==> src/design/arprr_pkg.sv <==
// ============================================================================
// ARP reply resolver package
// Shared types, codes and header offsets for the ARP reply resolver.
// ============================================================================
`default_nettype none

package arprr_pkg;

	// Header bytes that are collected for each frame.
	localparam int HEADER_BYTES = 42;
	localparam int POS_W        = 6;
	localparam logic [POS_W-1:0] HDR_LEN = POS_W'(HEADER_BYTES);

	// Byte offsets of the checked fields within the frame.
	localparam int OFF_ETYPE = 12;
	localparam int OFF_HTYPE = 14;
	localparam int OFF_PTYPE = 16;
	localparam int OFF_OPER  = 20;
	localparam int OFF_SHA   = 22;
	localparam int OFF_SPA   = 28;
	localparam int OFF_TPA   = 38;

	// Expected field values.
	localparam logic [15:0] ETYPE_ARP  = 16'h0806;
	localparam logic [15:0] HTYPE_ETH  = 16'h0001;
	localparam logic [15:0] PTYPE_IPV4 = 16'h0800;
	localparam logic [15:0] OPER_REPLY = 16'h0002;

	// Input item modes.
	localparam logic [1:0] MODE_START = 2'd0;
	localparam logic [1:0] MODE_BYTE  = 2'd1;
	localparam logic [1:0] MODE_TICK  = 2'd2;

	// Frame status codes.
	localparam logic [3:0] ST_MATCH        = 4'd0;
	localparam logic [3:0] ST_SHORT        = 4'd1;
	localparam logic [3:0] ST_NOT_ARP      = 4'd2;
	localparam logic [3:0] ST_NOT_ETH      = 4'd3;
	localparam logic [3:0] ST_NOT_IP       = 4'd4;
	localparam logic [3:0] ST_NOT_REPLY    = 4'd5;
	localparam logic [3:0] ST_SENDER_MISS  = 4'd6;
	localparam logic [3:0] ST_TARGET_MISS  = 4'd7;
	localparam logic [3:0] ST_NO_FRAME     = 4'd8;

	// Search phases.
	localparam logic [1:0] PH_SEARCH       = 2'd0;
	localparam logic [1:0] PH_RESOLVED     = 2'd1;
	localparam logic [1:0] PH_GAVE_TIMEOUT = 2'd2;
	localparam logic [1:0] PH_GAVE_FRAMES  = 2'd3;

	// Configuration register indexes.
	localparam int CFG_IDX_W = 2;
	localparam logic [CFG_IDX_W-1:0] CFG_OWN_IP        = 2'd0;
	localparam logic [CFG_IDX_W-1:0] CFG_TARGET_IP     = 2'd1;
	localparam logic [CFG_IDX_W-1:0] CFG_TIMEOUT_LIMIT = 2'd2;
	localparam logic [CFG_IDX_W-1:0] CFG_FRAME_LIMIT   = 2'd3;

	localparam logic [7:0] LIMIT_RST = 8'd50;

	typedef struct packed {
		logic [1:0] mode;
		logic [7:0] data_byte;
		logic       last;
	} in_item_t;

	typedef struct packed {
		logic [3:0]  frame_status;
		logic [1:0]  search_state;
		logic [47:0] peer_mac;
	} out_item_t;

	typedef struct packed {
		logic [15:0] etype;
		logic [15:0] htype;
		logic [15:0] ptype;
		logic [15:0] oper;
		logic [47:0] sha;
		logic [31:0] spa;
		logic [31:0] tpa;
	} arp_hdr_t;

endpackage

`default_nettype wire

==> src/design/arprr_check.sv <==
// ============================================================================
// ARP reply frame check
// Classifies a collected ARP header in priority order and gives its status.
// ============================================================================
`default_nettype none

module arprr_check (
	input  arprr_pkg::arp_hdr_t hdr,
	input  logic                complete,
	input  logic [31:0]         own_ip,
	input  logic [31:0]         target_ip,
	output logic [3:0]          status
);

	always_comb begin
		if (!complete) begin
			status = arprr_pkg::ST_SHORT;
		end else if (hdr.etype != arprr_pkg::ETYPE_ARP) begin
			status = arprr_pkg::ST_NOT_ARP;
		end else if (hdr.htype != arprr_pkg::HTYPE_ETH) begin
			status = arprr_pkg::ST_NOT_ETH;
		end else if (hdr.ptype != arprr_pkg::PTYPE_IPV4) begin
			status = arprr_pkg::ST_NOT_IP;
		end else if (hdr.oper != arprr_pkg::OPER_REPLY) begin
			status = arprr_pkg::ST_NOT_REPLY;
		end else if (hdr.spa != target_ip) begin
			status = arprr_pkg::ST_SENDER_MISS;
		end else if (hdr.tpa != own_ip) begin
			status = arprr_pkg::ST_TARGET_MISS;
		end else begin
			status = arprr_pkg::ST_MATCH;
		end
	end

endmodule

`default_nettype wire

==> src/design/arp_reply_resolver_core.sv <==
// ============================================================================
// ARP reply resolver core
// Watches received frames for the ARP reply that resolves target_ip.
// ============================================================================
// Items enter on in_valid/in_stall: a start command, a frame byte, or a
// capture timeout tick. Every start, every tick and every frame byte marked
// last produces one result item on out_valid/out_stall carrying the frame
// status, the search state and the resolved MAC. Other bytes produce none.
// An accepted item sits in an input register, is processed by a single
// pass of compare logic, and its result lands in the output register.
// One item per cycle is sustained while the receiver keeps out_stall low.
// When the receiver stalls, the output register holds its result and the
// input register still takes one more item; in_stall rises only once both
// are full. Configuration writes on cfg_valid/cfg_ready are always taken
// and must be done while no item is in flight.
// Reset clears the search (phase searching, counters and MAC zero), the
// frame position, both valid flags, and loads the default limits of 50
// with both IP addresses zero. Header bytes need no reset: a frame is only
// checked after all its header bytes were written.
// ============================================================================
`default_nettype none

module arp_reply_resolver_core (
	input  logic                                  clk,
	input  logic                                  arst_n,
	input  logic                                  in_valid,
	output logic                                  in_stall,
	input  arprr_pkg::in_item_t                   in_item,
	output logic                                  out_valid,
	input  logic                                  out_stall,
	output arprr_pkg::out_item_t                  out_item,
	input  logic                                  cfg_valid,
	output logic                                  cfg_ready,
	input  logic [arprr_pkg::CFG_IDX_W-1:0]       cfg_index,
	input  logic [31:0]                           cfg_data
);

	localparam int PW = arprr_pkg::POS_W;

	// Configuration registers.
	logic [31:0] own_ip_q;
	logic [31:0] target_ip_q;
	logic [7:0]  tlim_q;
	logic [7:0]  flim_q;

	// Input register.
	logic                valid_s1;
	arprr_pkg::in_item_t item_s1;

	// Search state.
	logic [PW-1:0] pos_q;
	logic [7:0]    tc_q;
	logic [7:0]    fc_q;
	logic [1:0]    phase_q;
	logic [47:0]   mac_q;
	arprr_pkg::arp_hdr_t hdr_q;

	// Output register.
	logic                 out_valid_q;
	arprr_pkg::out_item_t out_item_q;

	logic                out_free;
	logic                advance;
	logic                hdr_wr;
	logic [PW-1:0]       pos_inc;
	logic                complete;
	arprr_pkg::arp_hdr_t hdr_view;
	logic [3:0]          chk_status;

	logic [PW-1:0] pos_nx;
	logic [7:0]    tc_nx;
	logic [7:0]    fc_nx;
	logic [1:0]    phase_nx;
	logic [47:0]   mac_nx;
	logic [3:0]    status_nx;
	logic          has_result;
	logic [8:0]    fc_plus;

	assign out_free  = !out_valid_q || !out_stall;
	assign in_stall  = valid_s1 && !out_free;
	assign advance   = valid_s1 && out_free;
	assign cfg_ready = 1'b1;
	assign out_valid = out_valid_q;
	assign out_item  = out_item_q;

	assign hdr_wr  = advance && (item_s1.mode == arprr_pkg::MODE_BYTE) &&
		(pos_q < arprr_pkg::HDR_LEN);
	assign pos_inc = (pos_q < arprr_pkg::HDR_LEN) ? pos_q + PW'(1) : pos_q;
	assign complete = (pos_inc == arprr_pkg::HDR_LEN);

	// The final header byte may be the one arriving with last set.
	always_comb begin
		hdr_view = hdr_q;
		if (pos_q == PW'(arprr_pkg::OFF_TPA + 3)) begin
			hdr_view.tpa[7:0] = item_s1.data_byte;
		end
	end

	arprr_check u_check (
		.hdr       (hdr_view),
		.complete  (complete),
		.own_ip    (own_ip_q),
		.target_ip (target_ip_q),
		.status    (chk_status)
	);

	always_comb begin
		pos_nx     = pos_q;
		tc_nx      = tc_q;
		fc_nx      = fc_q;
		phase_nx   = phase_q;
		mac_nx     = mac_q;
		status_nx  = arprr_pkg::ST_NO_FRAME;
		has_result = 1'b0;
		fc_plus    = {1'b0, fc_q} + 9'd1;
		case (item_s1.mode)
			arprr_pkg::MODE_START: begin
				tc_nx      = 8'd0;
				fc_nx      = 8'd0;
				mac_nx     = 48'd0;
				phase_nx   = arprr_pkg::PH_SEARCH;
				has_result = 1'b1;
			end
			arprr_pkg::MODE_TICK: begin
				has_result = 1'b1;
				if (phase_q == arprr_pkg::PH_SEARCH) begin
					if (tc_q >= tlim_q) begin
						phase_nx = arprr_pkg::PH_GAVE_TIMEOUT;
					end else begin
						tc_nx = tc_q + 8'd1;
					end
				end
			end
			arprr_pkg::MODE_BYTE: begin
				pos_nx = pos_inc;
				if (item_s1.last) begin
					has_result = 1'b1;
					status_nx  = chk_status;
					pos_nx     = '0;
					if (phase_q == arprr_pkg::PH_SEARCH) begin
						if (chk_status == arprr_pkg::ST_MATCH) begin
							mac_nx   = hdr_view.sha;
							phase_nx = arprr_pkg::PH_RESOLVED;
						end else begin
							if (fc_plus >= {1'b0, flim_q}) begin
								phase_nx = arprr_pkg::PH_GAVE_FRAMES;
							end
							fc_nx = fc_plus[8] ? 8'hFF : fc_plus[7:0];
						end
					end
				end
			end
			default: begin
			end
		endcase
	end

	always_ff @(posedge clk or negedge arst_n) begin
		if (!arst_n) begin
			own_ip_q    <= 32'd0;
			target_ip_q <= 32'd0;
			tlim_q      <= arprr_pkg::LIMIT_RST;
			flim_q      <= arprr_pkg::LIMIT_RST;
		end else if (cfg_valid && cfg_ready) begin
			case (cfg_index)
				arprr_pkg::CFG_OWN_IP:        own_ip_q    <= cfg_data;
				arprr_pkg::CFG_TARGET_IP:     target_ip_q <= cfg_data;
				arprr_pkg::CFG_TIMEOUT_LIMIT: tlim_q      <= cfg_data[7:0];
				arprr_pkg::CFG_FRAME_LIMIT:   flim_q      <= cfg_data[7:0];
				default: begin
				end
			endcase
		end
	end

	always_ff @(posedge clk or negedge arst_n) begin
		if (!arst_n) begin
			valid_s1    <= 1'b0;
			out_valid_q <= 1'b0;
			pos_q       <= '0;
			tc_q        <= 8'd0;
			fc_q        <= 8'd0;
			phase_q     <= arprr_pkg::PH_SEARCH;
			mac_q       <= 48'd0;
		end else begin
			if (!in_stall) begin
				valid_s1 <= in_valid;
			end
			if (out_free) begin
				out_valid_q <= advance && has_result;
			end
			if (advance) begin
				pos_q   <= pos_nx;
				tc_q    <= tc_nx;
				fc_q    <= fc_nx;
				phase_q <= phase_nx;
				mac_q   <= mac_nx;
			end
		end
	end

	always_ff @(posedge clk) begin
		if (!in_stall && in_valid) begin
			item_s1 <= in_item;
		end
		if (advance && has_result) begin
			out_item_q.frame_status <= status_nx;
			out_item_q.search_state <= phase_nx;
			out_item_q.peer_mac     <= mac_nx;
		end
	end

	// Header fields are captured at their fixed offsets.
	always_ff @(posedge clk) begin
		if (hdr_wr) begin
			case (pos_q)
				PW'(arprr_pkg::OFF_ETYPE):     hdr_q.etype[15:8] <= item_s1.data_byte;
				PW'(arprr_pkg::OFF_ETYPE + 1): hdr_q.etype[7:0]  <= item_s1.data_byte;
				PW'(arprr_pkg::OFF_HTYPE):     hdr_q.htype[15:8] <= item_s1.data_byte;
				PW'(arprr_pkg::OFF_HTYPE + 1): hdr_q.htype[7:0]  <= item_s1.data_byte;
				PW'(arprr_pkg::OFF_PTYPE):     hdr_q.ptype[15:8] <= item_s1.data_byte;
				PW'(arprr_pkg::OFF_PTYPE + 1): hdr_q.ptype[7:0]  <= item_s1.data_byte;
				PW'(arprr_pkg::OFF_OPER):      hdr_q.oper[15:8]  <= item_s1.data_byte;
				PW'(arprr_pkg::OFF_OPER + 1):  hdr_q.oper[7:0]   <= item_s1.data_byte;
				PW'(arprr_pkg::OFF_SHA):       hdr_q.sha[47:40]  <= item_s1.data_byte;
				PW'(arprr_pkg::OFF_SHA + 1):   hdr_q.sha[39:32]  <= item_s1.data_byte;
				PW'(arprr_pkg::OFF_SHA + 2):   hdr_q.sha[31:24]  <= item_s1.data_byte;
				PW'(arprr_pkg::OFF_SHA + 3):   hdr_q.sha[23:16]  <= item_s1.data_byte;
				PW'(arprr_pkg::OFF_SHA + 4):   hdr_q.sha[15:8]   <= item_s1.data_byte;
				PW'(arprr_pkg::OFF_SHA + 5):   hdr_q.sha[7:0]    <= item_s1.data_byte;
				PW'(arprr_pkg::OFF_SPA):       hdr_q.spa[31:24]  <= item_s1.data_byte;
				PW'(arprr_pkg::OFF_SPA + 1):   hdr_q.spa[23:16]  <= item_s1.data_byte;
				PW'(arprr_pkg::OFF_SPA + 2):   hdr_q.spa[15:8]   <= item_s1.data_byte;
				PW'(arprr_pkg::OFF_SPA + 3):   hdr_q.spa[7:0]    <= item_s1.data_byte;
				PW'(arprr_pkg::OFF_TPA):       hdr_q.tpa[31:24]  <= item_s1.data_byte;
				PW'(arprr_pkg::OFF_TPA + 1):   hdr_q.tpa[23:16]  <= item_s1.data_byte;
				PW'(arprr_pkg::OFF_TPA + 2):   hdr_q.tpa[15:8]   <= item_s1.data_byte;
				PW'(arprr_pkg::OFF_TPA + 3):   hdr_q.tpa[7:0]    <= item_s1.data_byte;
				default: begin
				end
			endcase
		end
	end

endmodule

`default_nettype wire

==> config.mk <==
export PLATFORM = sky130hd
export DESIGN_NAME = arp_reply_resolver_core
export DESIGN_NICKNAME = d
export VERILOG_FILES = /design/src/design/arprr_pkg.sv /design/src/design/arprr_check.sv /design/src/design/arp_reply_resolver_core.sv
export SDC_FILE = /design/constraint.sdc
export NUM_CORES = 1
export LEC_CHECK = 0
export ABC_AREA = 1
export BUFFER_PORTS_ARGS = -buffer_cell sky130_fd_sc_hd__buf_4
export CORE_ASPECT_RATIO = 0.9
export CORE_MARGIN = 2
export CORE_UTILIZATION = 55
export CTS_CLUSTER_DIAMETER = 80
export DETAILED_ROUTE_END_ITERATION = 16
export PLACE_DENSITY = 0.81
export SYNTH_ARGS = -nofsm -noshare
export SYNTH_HDL_FRONTEND = slang
export SYNTH_SLANG_ARGS = --single-unit
==> constraint.sdc <==
create_clock -name clk -period 10.8 [get_ports clk]
set_input_delay 2.16 -clock clk [delete_from_list [all_inputs] [get_ports clk]]
set_output_delay 2.16 -clock clk [all_outputs]
set_load 0.005 [all_outputs]
==> impl_metrics.csv, run 1 <==
group,metric,value,unit
run_status,outcome,"complete, no violations",
timing,max-slew-margin-rel,21.91,%
timing,tightest_slew,1.162,ns
grt,grt_pass1_wl,58960,um
logic_synthesis,async_reset_ff_share,38.99,%
route,drt_iter0_markers,1187,
worst_setup_path,crit_required,10.94,ns
logic_synthesis,synth_flop_cell,"edfxtp_1",
timing,fin_crit_sh,45.89,%
floorplan,start_util,55.99,%
pwr,p_int,2696,uW
route,vias,11644,
worst_setup_path,crit_path_end_kind,"flop",
worst_setup_path,critPathLaunchType,"input pin",
logic_synthesis,ys_warn_count,0,
timing,setup_tns,0,ns
pwr,powerDensity,185.2,mW/mm^2
timing,holdWs,0.4881,ns
cells_and_area,final_common_cell,"nand2_1",
floorplan,ios,107,
cells_and_area,area_growth,15.32,%
timing,rsz0062_at_grt,"false",
placed_design,placed_cell_area,0.01801,mm^2
floorplan,core,0.02995,mm^2
pwr,p_seq_share,49.8,%
logic_synthesis,synthesis.nets,1661,
floorplan,die_height,169.7,um
job,drv_cap,0,
timing,finalSetupViolCount,0,
floorplan,dieArea,0.03191,mm^2
worst_setup_path,crit_type,"in2reg",
pwr,pwr-share-clk,39.0,%
floorplan,fp-row-count,60,
clock_network,post_cts_buffers,0,
pwr,peakVddDrop,141.2,uV
worst_hold_path,hp-class,"reg2reg",
cells_and_area,fin_nets,1769,
timing,fin_crit,4.956,ns
cells_and_area,antenna_cells,0,
route,drc_errors,0,
timing,max_freq,0.2018,GHz
logic_synthesis,syn_inst,1589,
worst_setup_path,worstPathArrival,5.10,ns
grt,grt_pass1_vias,11733,
clock_network,clk_latency,0.53,ns
logic_synthesis,syn-cell-area,0.01677,mm^2
route,drtAntennaViolNets,0,
clock_network,cts_made_buffers,39,
logic_synthesis,ys_seq_area_share,66.18,%
grt,grt_antenna_before_repair,0,
clock_network,ctsHoldBuffers,0,
route,wl_per_cell,16.96,um
logic_synthesis,synth_cell_types,42,
route,vias_per_cell,5.464,
timing,fin_skew,0.01996,ns
pwr,p_switching,886.0,uW
cells_and_area,nFillCells,2177,
floorplan,fp.dieW,188.1,um
logic_synthesis,synth_edf_count,241,
clock_network,cts-resized-gates,0,
grt,grt_usage,23.23,%
placed_design,numPortBuffers,105,
route,drt_wl_total,36150,um
logic_synthesis,syn-mean-instance-area,10.55,um^2
grt,grt_max_degree,72,
clock_network,clkSlewWorstSetupHoldPaths,0.06,ns
worst_setup_path,crit_fanout,53,
pwr,leakage,0.008219,uW
pwr,pwr-share-comb,11.2,%
cells_and_area,stdcell_area,0.01934,mm^2
pwr,p_sw_share,24.74,%
clock_network,clkSinkCount,395,
clock_network,clock_tree.buffer_depth,3,
timing,hold_violations,0,
cells_and_area,drive_gt1_share,12.38,%
grt,gr-total-overflow,0,
timing,finalMaxSlewViolations,0,
placed_design,routabilityCongestion,0.8880,
logic_synthesis,ys_seq_elements,395,
cells_and_area,layout_common_cells,"nand2_1 (321), edfxtp_1 (241), inv_1 (229)",
placed_design,hpwl,22450,um
clock_network,cts_root_buf,"clkbuf_16",
clock_network,cts_tree,"done",
route,dr.pass1.iters,8,
clock_network,cts_max_level,2,
[synthesized netlist by cell type (all sizes together) (5+ instances only)]
cell | n | area, um^2
nor4 | 7 | 43.79
xnor2 | 34 | 297.8
inv | 234 | 878.3
nand2 | 326 | 1241
dfrtp | 148 | 3704
edfxtp | 241 | 7237
buf | 12 | 76.32
dfstp | 6 | 157.7
nand3 | 82 | 415.4
clkbuf | 46 | 172.7
a21oi | 23 | 118.9
nor2 | 92 | 360.3
xor2 | 18 | 157.7
o21ai | 195 | 975.9
nand4 | 59 | 369.1
nor3 | 15 | 75.07
nand3b | 5 | 37.54
ha | 22 | 275.3
[per-layer routing]
| layer | GRT usage (%) | vias to the layer above | part of all wire (%) |
|---|---|---|---|
| li1 | - | 5505 | - |
| met2 | 38.86 | 441 | 49 |
| met5 | 0 | - | 0 |
| met4 | 8.627 | 0 | 2.9 |
| met3 | 3.888 | 88 | 6.6 |
| met1 | 30.87 | 5610 | 42 |
[power groups by stage]
stage | Clock, uW | Combinational (uW) | Sequential, uW
after global routing | 1470 | 454 | 1790
final | 1400 | 402 | 1780
after CTS | 1410 | 402 | 1780
after global placement | 0 | 377 | 1810
after floorplan | 0 | 251 | 1800
after detailed placement | 0 | 394 | 1810
[cells by family after synthesis]
kind of cell	count (synthesis)	share of synthesized area, %
and+or+nand+nor	592	15.41
DFF	395	66.18
buffers and inverters	293	6.745
AOI/OAI and AO/OA	234	7.289
xor gates and xnor gates	52	2.716
adders and majority gates	22	1.641
other	1	0.02236
[flip-flops by register name (all words and copies together) (netlist names)]
name,flops
valid_s1,1
flim_q,8
phase_q,2
own_ip_q,32
fc_q,8
pos_q,6
tc_q,8
item_s1,11
out_valid,1
tlim_q,8
hdr_q,176
target_ip_q,32
mac_q,48
out_item,54
[critical path, cell delays in order]
cell	delay (ns)
buf_4	0.11
nand2_1	0.09
nand2_1	0.05
buf_4	0.29
nor2_1	0.51
inv_1	0.13
nor2_1	0.27
buf_4	0.27
nand2_1	0.25
nor3_1	0.96
[final cells by class]
class                      count  area, um^2  area share, %
tap                          403       504.2          2.607
clock buffer                  52        1066          5.512
multi-input combinational    901        4579          23.68
sequential                   395       11100          57.38
timing repair buffer         125       942.2          4.872
inverter                     235       882.1          4.561
clock inverter                20       267.8          1.384
[per-stage QoR]
stage	utilization [%]	power (uW)	setup WS [ns]	instances
2_1_floorplan	-	2050	5.051	1589
3_3_place_gp	60.11	2184	5.518	2059
3_5_place_dp	60.11	2203	5.386	2059
4_1_cts	64.57	3596	5.890	2131
5_1_grt	64.57	3715	5.442	2131
6_report	64.57	3582	5.844	2131
[final timing paths]
| path | slack (ns) | from | endpoint | cells past startpoint |
|---|---|---|---|---|
| max in group asynchronous | 7.41 | arst_n | fc_q[6] | 3 |
| max reg2reg | 5.93 | pos_q[1] | out_item[23] | 21 |
| max | 5.84 | out_stall | hdr_q[99] | 10 |
| min in group asynchronous | 1.52 | arst_n | own_ip_q[23] | 1 |
| min reg2reg | 0.49 | tlim_q[3] | tlim_q[3] | 2 |
| min | 0.49 | tlim_q[3] | tlim_q[3] | 2 |
Power figures use the tool's default switching activity.
==> inputs of run 2 (changes only) <==
--- a/config.mk
+++ b/config.mk
@@ -5,7 +5,7 @@
 export SDC_FILE = /design/constraint.sdc
 export NUM_CORES = 1
 export LEC_CHECK = 0
-export ABC_AREA = 1
+export ABC_AREA = 0
 export BUFFER_PORTS_ARGS = -buffer_cell sky130_fd_sc_hd__buf_4
 export CORE_ASPECT_RATIO = 0.9
 export CORE_MARGIN = 2
==> constraint.sdc (replaced) <==
create_clock -name clk -period 4.9 [get_ports clk]
set_input_delay 0.98 -clock clk [delete_from_list [all_inputs] [get_ports clk]]
set_output_delay 0.98 -clock clk [all_outputs]
set_load 0.005 [all_outputs]
==> impl_metrics.csv, run 2 <==
group,metric,value,unit
timing,rsz0062_at_grt,"false",
run_status,outcome,"complete, no violations",
route,drt_wl_total,38560,um
floorplan,ios,107,
grt,gr-total-overflow,0,
route,drt_iter0_markers,1191,
timing,tightest_slew,1.124,ns
floorplan,fp.dieW,186.9,um
worst_setup_path,reg2reg_depth,8,
clock_network,clkSinkCount,395,
timing,fin_crit,3.824,ns
logic_synthesis,synth_edf_count,241,
timing,finalMaxSlewViolations,0,
grt,grt_pass1_wl,60090,um
cells_and_area,antenna_cells,0,
timing,finalSetupViolCount,0,
job,drv_cap,0,
floorplan,die_height,168.6,um
clock_network,ctsHoldBuffers,0,
worst_setup_path,slowest_delay,0.85,ns
logic_synthesis,synth_common_cells,"edfxtp_1 (241), dfrtp_1 (148), a32oi_1 (96)",
route,drtAntennaViolNets,0,
logic_synthesis,netlist.area_leader.share,43.69,%
cells_and_area,area_growth,15.84,%
logic_synthesis,ys_warn_count,0,
route,vias,11075,
worst_setup_path,crit_fanout,106,
pwr,powerDensity,427.5,mW/mm^2
logic_synthesis,synth_area_leader_cell,"edfxtp_1",
floorplan,fp-row-count,60,
placed_design,dp_cells,1681,
worst_hold_path,hp-class,"reg2reg",
clock_network,cts_max_level,2,
placed_design,numPortBuffers,105,
worst_setup_path,crit_path_end_kind,"flop",
grt,grt_usage,24.49,%
pwr,peakVddDrop,262.4,uV
route,drc_errors,0,
grt,grt_max_degree,107,
pwr,leakage,0.007085,uW
worst_setup_path,critPathSlowestCell,"buf_4",
logic_synthesis,synthesis.nets,1280,
cells_and_area,final_common_cell,"edfxtp_1",
worst_setup_path,path_buf_inv,1,
clock_network,cts-resized-gates,0,
clock_network,clock_tree.buffer_depth,3,
route,dr.pass1.iters,6,
logic_synthesis,synth_flop_cell,"edfxtp_1",
route,wl_per_cell,21.97,um
timing,fin_crit_sh,78.03,%
clock_network,post_cts_buffers,0,
timing,max-slew-margin-rel,24.48,%
clock_network,clkSlewWorstSetupHoldPaths,0.07,ns
cells_and_area,drive_gt1_share,22.19,%
cells_and_area,nFillCells,2108,
worst_hold_path,holdPathStages,1,
cells_and_area,fin_nets,1392,
logic_synthesis,syn-cell-area,0.01657,mm^2
placed_design,hpwl,23550,um
worst_setup_path,crit_family,"simple AND/OR/NAND/NOR gates",
timing,hold_violations,0,
worst_setup_path,worstPathArrival,4.16,ns
cells_and_area,layout_common_cells,"edfxtp_1 (241), dfrtp_1 (148), buf_4 (130)",
logic_synthesis,async_reset_ff_share,38.99,%
cells_and_area,largest_register_ffs,176,
placed_design,routabilityCongestion,0.8903,
worst_setup_path,cp_cell_sequence,"xnor2_1, nand4_1, nor4_1, o2111ai_1, nor4_4, buf_4, a32oi_1, o21ai_1",
logic_synthesis,ys_seq_elements,395,
timing,fin_skew,0.02595,ns
clock_network,cts_made_buffers,40,
worst_setup_path,critPathLaunchType,"flop",
worst_setup_path,worstSetupPathDepth,8,
logic_synthesis,netlist_top_cells_area,"edfxtp_1 (44%), dfrtp_1 (22%), mux2_2 (5.4%)",
clock_network,cts_root_buf,"clkbuf_16",
logic_synthesis,syn-mean-instance-area,13.71,um^2
logic_synthesis,synth_cell_types,67,
worst_setup_path,crit_type,"reg2reg",
timing,max_freq,0.2615,GHz
grt,grt_antenna_before_repair,0,
clock_network,cts_tree,"done",
floorplan,start_util,55.58,%
logic_synthesis,syn_inst,1208,
logic_synthesis,synth_most_common_cell,"edfxtp_1",
clock_network,clk_latency,0.54,ns
floorplan,core,0.02980,mm^2
timing,setup_tns,0,ns
route,vias_per_cell,6.311,
cells_and_area,stdcell_count,1755,
floorplan,dieArea,0.03153,mm^2
logic_synthesis,ys_seq_area_share,66.99,%
worst_setup_path,crit_required,5.24,ns
grt,grt_pass1_vias,10792,
==> run 2: cell count changes after synthesis, moves of 24 or more <==
| cell | change |
|---|---|
| a32oi_1 | +95 |
| nand3_1 | -60 |
| o21ai_1 | +24 |
| mux2_2 | +79 |
| nor2_1 | -44 |
| o21ai_0 | -103 |
| inv_1 | -195 |
| nand2_1 | -230 |
| nand4_1 | -44 |
==> run 2: metrics by stage <==
step | area [um^2] | hold WS (ns) | total power (uW) | util, % | worst slack [ns]
after global placement | 17820 | 0.4916 | 5055 | 59.81 | 1.155
after floorplan | 16570 | 0.4794 | 4713 | - | 0.9357
after CTS | 19190 | 0.5076 | 8217 | 64.39 | 1.159
after detailed placement | 17820 | 0.4967 | 5115 | 59.81 | 1.032
final | 19190 | 0.5071 | 8203 | 64.39 | 1.076
after global routing | 19190 | 0.5270 | 8503 | 64.39 | 0.8757
==> run 2: kinds of logic after synthesis <==
| logic type | share of synthesized area (%) |
|---|---|
| other | 0.02264 |
| XOR/XNOR | 3.542 |
| adder cells (fa/ha/maj) | 1.662 |
| AO/OA/AOI/OAI | 11.59 |
| buffers and inverters | 2.598 |
| AND/OR/NAND/NOR | 8.044 |
| flip-flops | 66.99 |
| multiplexers | 5.551 |
==> run 2: where the power goes <==
group	switching [uW]	internal, uW
clock	1280	1850
combinational	515	440
sequential	248	3870
==> run 2: final cells by class <==
| class | instances | area [um^2] | area share [%] |
|---|---|---|---|
| clock inverters | 25 | 290.3 | 1.513 |
| flip-flops and latches | 395 | 11100 | 57.83 |
| clock buffers | 49 | 1075 | 5.601 |
| repair buffers | 133 | 1027 | 5.353 |
| inverters | 35 | 131.4 | 0.6846 |
| well taps | 403 | 504.2 | 2.628 |
| multi-input cells | 715 | 5064 | 26.39 |
==> run 2: worst paths after layout <==
kind / start / to / slack (ns)
max in group asynchronous: arst_n / flim_q[4] / 3.40
hold / removal: flim_q[3] / flim_q[3] / 0.51
setup / recovery: own_ip_q[29] / out_item[35] / 1.08
hold reg to reg: flim_q[3] / flim_q[3] / 0.51
min in group asynchronous: arst_n / own_ip_q[29] / 0.56
setup reg to reg: own_ip_q[29] / out_item[35] / 1.08
==> run 2: per-layer routing <==
layer	track usage [%]	part of all wire [%]	up-vias
met2	38.71	47	577
met4	10.11	3.9	0
li1	-	-	4870
met5	0	0	-
met1	34.09	41	5527
met3	4.230	8.4	101
==> inputs of run 3 (changes only) <==
--- a/config.mk
+++ b/config.mk
@@ -12,7 +12,7 @@
 export CORE_UTILIZATION = 55
 export CTS_CLUSTER_DIAMETER = 80
 export DETAILED_ROUTE_END_ITERATION = 16
-export PLACE_DENSITY = 0.81
+export PLACE_DENSITY = 0.84
 export SYNTH_ARGS = -nofsm -noshare
 export SYNTH_HDL_FRONTEND = slang
 export SYNTH_SLANG_ARGS = --single-unit
==> constraint.sdc (replaced) <==
create_clock -name clk -period 3.3 [get_ports clk]
set_input_delay 0.66 -clock clk [delete_from_list [all_inputs] [get_ports clk]]
set_output_delay 0.66 -clock clk [all_outputs]
set_load 0.005 [all_outputs]
==> impl_metrics.csv, run 3 (synthesized netlist as in run 2, its figures left out) <==
group,metric,value,unit
worst_setup_path,crit_type,"reg2reg",
clock_network,cts_made_buffers,40,
cells_and_area,area_growth,17.04,%
pwr,leakage,0.007201,uW
clock_network,clkSlewWorstSetupHoldPaths,0.06,ns
grt,grt_pass1_vias,11134,
cells_and_area,final_common_cell,"edfxtp_1",
worst_setup_path,worstPathArrival,3.64,ns
pwr,pwr-share-comb,12.2,%
floorplan,start_util,55.58,%
worst_setup_path,critPathLaunchType,"flop",
clock_network,cts_tree,"done",
clock_network,clock_tree.buffer_depth,3,
run_status,outcome,"complete, no violations",
route,drc_errors,0,
route,wl_per_cell,22.68,um
timing,finalMaxSlewViolations,0,
grt,grt_antenna_before_repair,0,
floorplan,die_height,168.6,um
cells_and_area,largest_register_ffs,176,
route,vias_per_cell,6.308,
placed_design,routabilityCongestion,0.8829,
placed_design,dp_cells,1707,
cells_and_area,layout_common_cells,"edfxtp_1 (241), buf_4 (152), dfrtp_1 (147)",
cells_and_area,stdcell_count,1781,
pwr,p_int,8955,uW
clock_network,cts_max_level,2,
route,dr.pass1.iters,6,
pwr,powerDensity,616.3,mW/mm^2
timing,fin_skew,0.02366,ns
cells_and_area,regArea,0.01110,mm^2
floorplan,dieArea,0.03153,mm^2
pwr,p_sw_share,25.07,%
timing,fin_crit,3.263,ns
pwr,pwr-share-clk,36.6,%
cells_and_area,multiInputGateArea,0.005070,mm^2
floorplan,ios,107,
route,drt_wl_total,40400,um
placed_design,hpwl,24770,um
floorplan,fp.dieW,186.9,um
worst_setup_path,crit_fanout,36,
placed_design,numPortBuffers,105,
pwr,power,11950,uW
worst_setup_path,crit_required,3.67,ns
clock_network,cts_root_buf,"clkbuf_16",
worst_setup_path,crit_path_end_kind,"flop",
pwr,p_switching,2995,uW
timing,holdWs,0.08068,ns
placed_design,post-place-ws,0.1238,ns
grt,grt_max_degree,72,
grt,grt_pass1_wl,62450,um
clock_network,clk_latency,0.54,ns
route,vias,11234,
route,drt_iter0_markers,1107,
pwr,peakVddDrop,317.5,uV
grt,grt_usage,25.47,%
pwr,p_seq_share,51.2,%
cells_and_area,fin_nets,1420,
timing,setup_slack,0.03654,ns
floorplan,fp-row-count,60,
job,drv_cap,0,
timing,max-slew-margin-rel,55.62,%
route,drtAntennaViolNets,0,
timing,tightest_slew,0.6657,ns
cells_and_area,utilization,65.05,%
cells_and_area,drive_gt1_share,23.44,%
floorplan,core,0.02980,mm^2
cells_and_area,nFillCells,2034,
timing,fin_crit_sh,98.89,%
cells_and_area,antenna_cells,0,
timing,hold_violations,0,
grt,gr-total-overflow,0,
timing,finalSetupViolCount,0,
worst_hold_path,hp-class,"in2async",
timing,max_freq,0.3064,GHz
clock_network,clkSinkCount,395,
-- run 3: cell types whose count changed in the layout (fill, tap and decap cells not counted), sizes merged --
cell and delta:
bufinv -4, clkbuf +8, inv -2, clkinv -3
buf +27
-- run 3: repair_timing --
| item | in CTS | in global routing |
|---|---|---|
| resized for setup | 0 | 3 |
| hold buffers | 0 | 0 |
| buffers inserted | 0 | 1 |
| endpoints found under the hold margin | 0 | 0 |
| setup endpoints to repair | 0 | 53 |
-- run 3: power by group through the flow --
stage	combinational [uW]	clock, uW	sequential [uW]
after floorplan	890	0	6110
after global placement	1360	0	6160
after detailed placement	1440	0	6190
after CTS	1460	4420	6100
after global routing	1610	4610	6160
final	1460	4380	6110
-- run 3: path summary, 6_finish.rpt --
check | start | endpoint | slack, ns | cells after the start
worst min-delay path | arst_n | own_ip_q[22] | 0.08 | 1
min in group clk | in_item[10] | item_s1[10] | 0.30 | 1
max in group asynchronous | arst_n | flim_q[5] | 2.37 | 2
worst max-delay path | target_ip_q[9] | out_item[30] | 0.04 | 9
worst min register to register | flim_q[7] | flim_q[7] | 0.51 | 1
worst max register to register | target_ip_q[9] | out_item[30] | 0.04 | 9
-- run 3: per-layer routing --
metal | track usage [%] | routed length, um
met1 | 34.51 | 15850
met2 | 41.51 | 19400
met3 | 4.147 | 3499
met4 | 10.63 | 1647
met5 | 0 | 0
-- run 3: metrics by stage --
step                setup TNS (ns)  instance area (um^2)
floorplan                        0                 16570
finish                           0                 19390
global placement                 0                 18080
global route               -0.3480                 19390
CTS                              0                 19360
detailed placement               0                 18080
-- run 3: worst max-delay path: stages (launching register included) --
cell and delay, ns:
dfrtp_1 0.40, xor2_1 0.17, nor4_1 0.38, nand4_1 0.31, or4_1 0.65, nor4_4 0.33, clkbuf_16 0.32, buf_12 0.23
a32oi_1 0.14, o21ai_1 0.15
-- run 3: area by class of cell --
cell class | instances | area share (%)
Sequential cell | 395 | 57.25
Multi-Input combinational cell | 715 | 26.15
Timing Repair Buffer | 161 | 6.750
Clock buffer | 56 | 5.956
Tap cell | 403 | 2.601
Inverter | 35 | 0.6776
Clock inverter | 16 | 0.6195
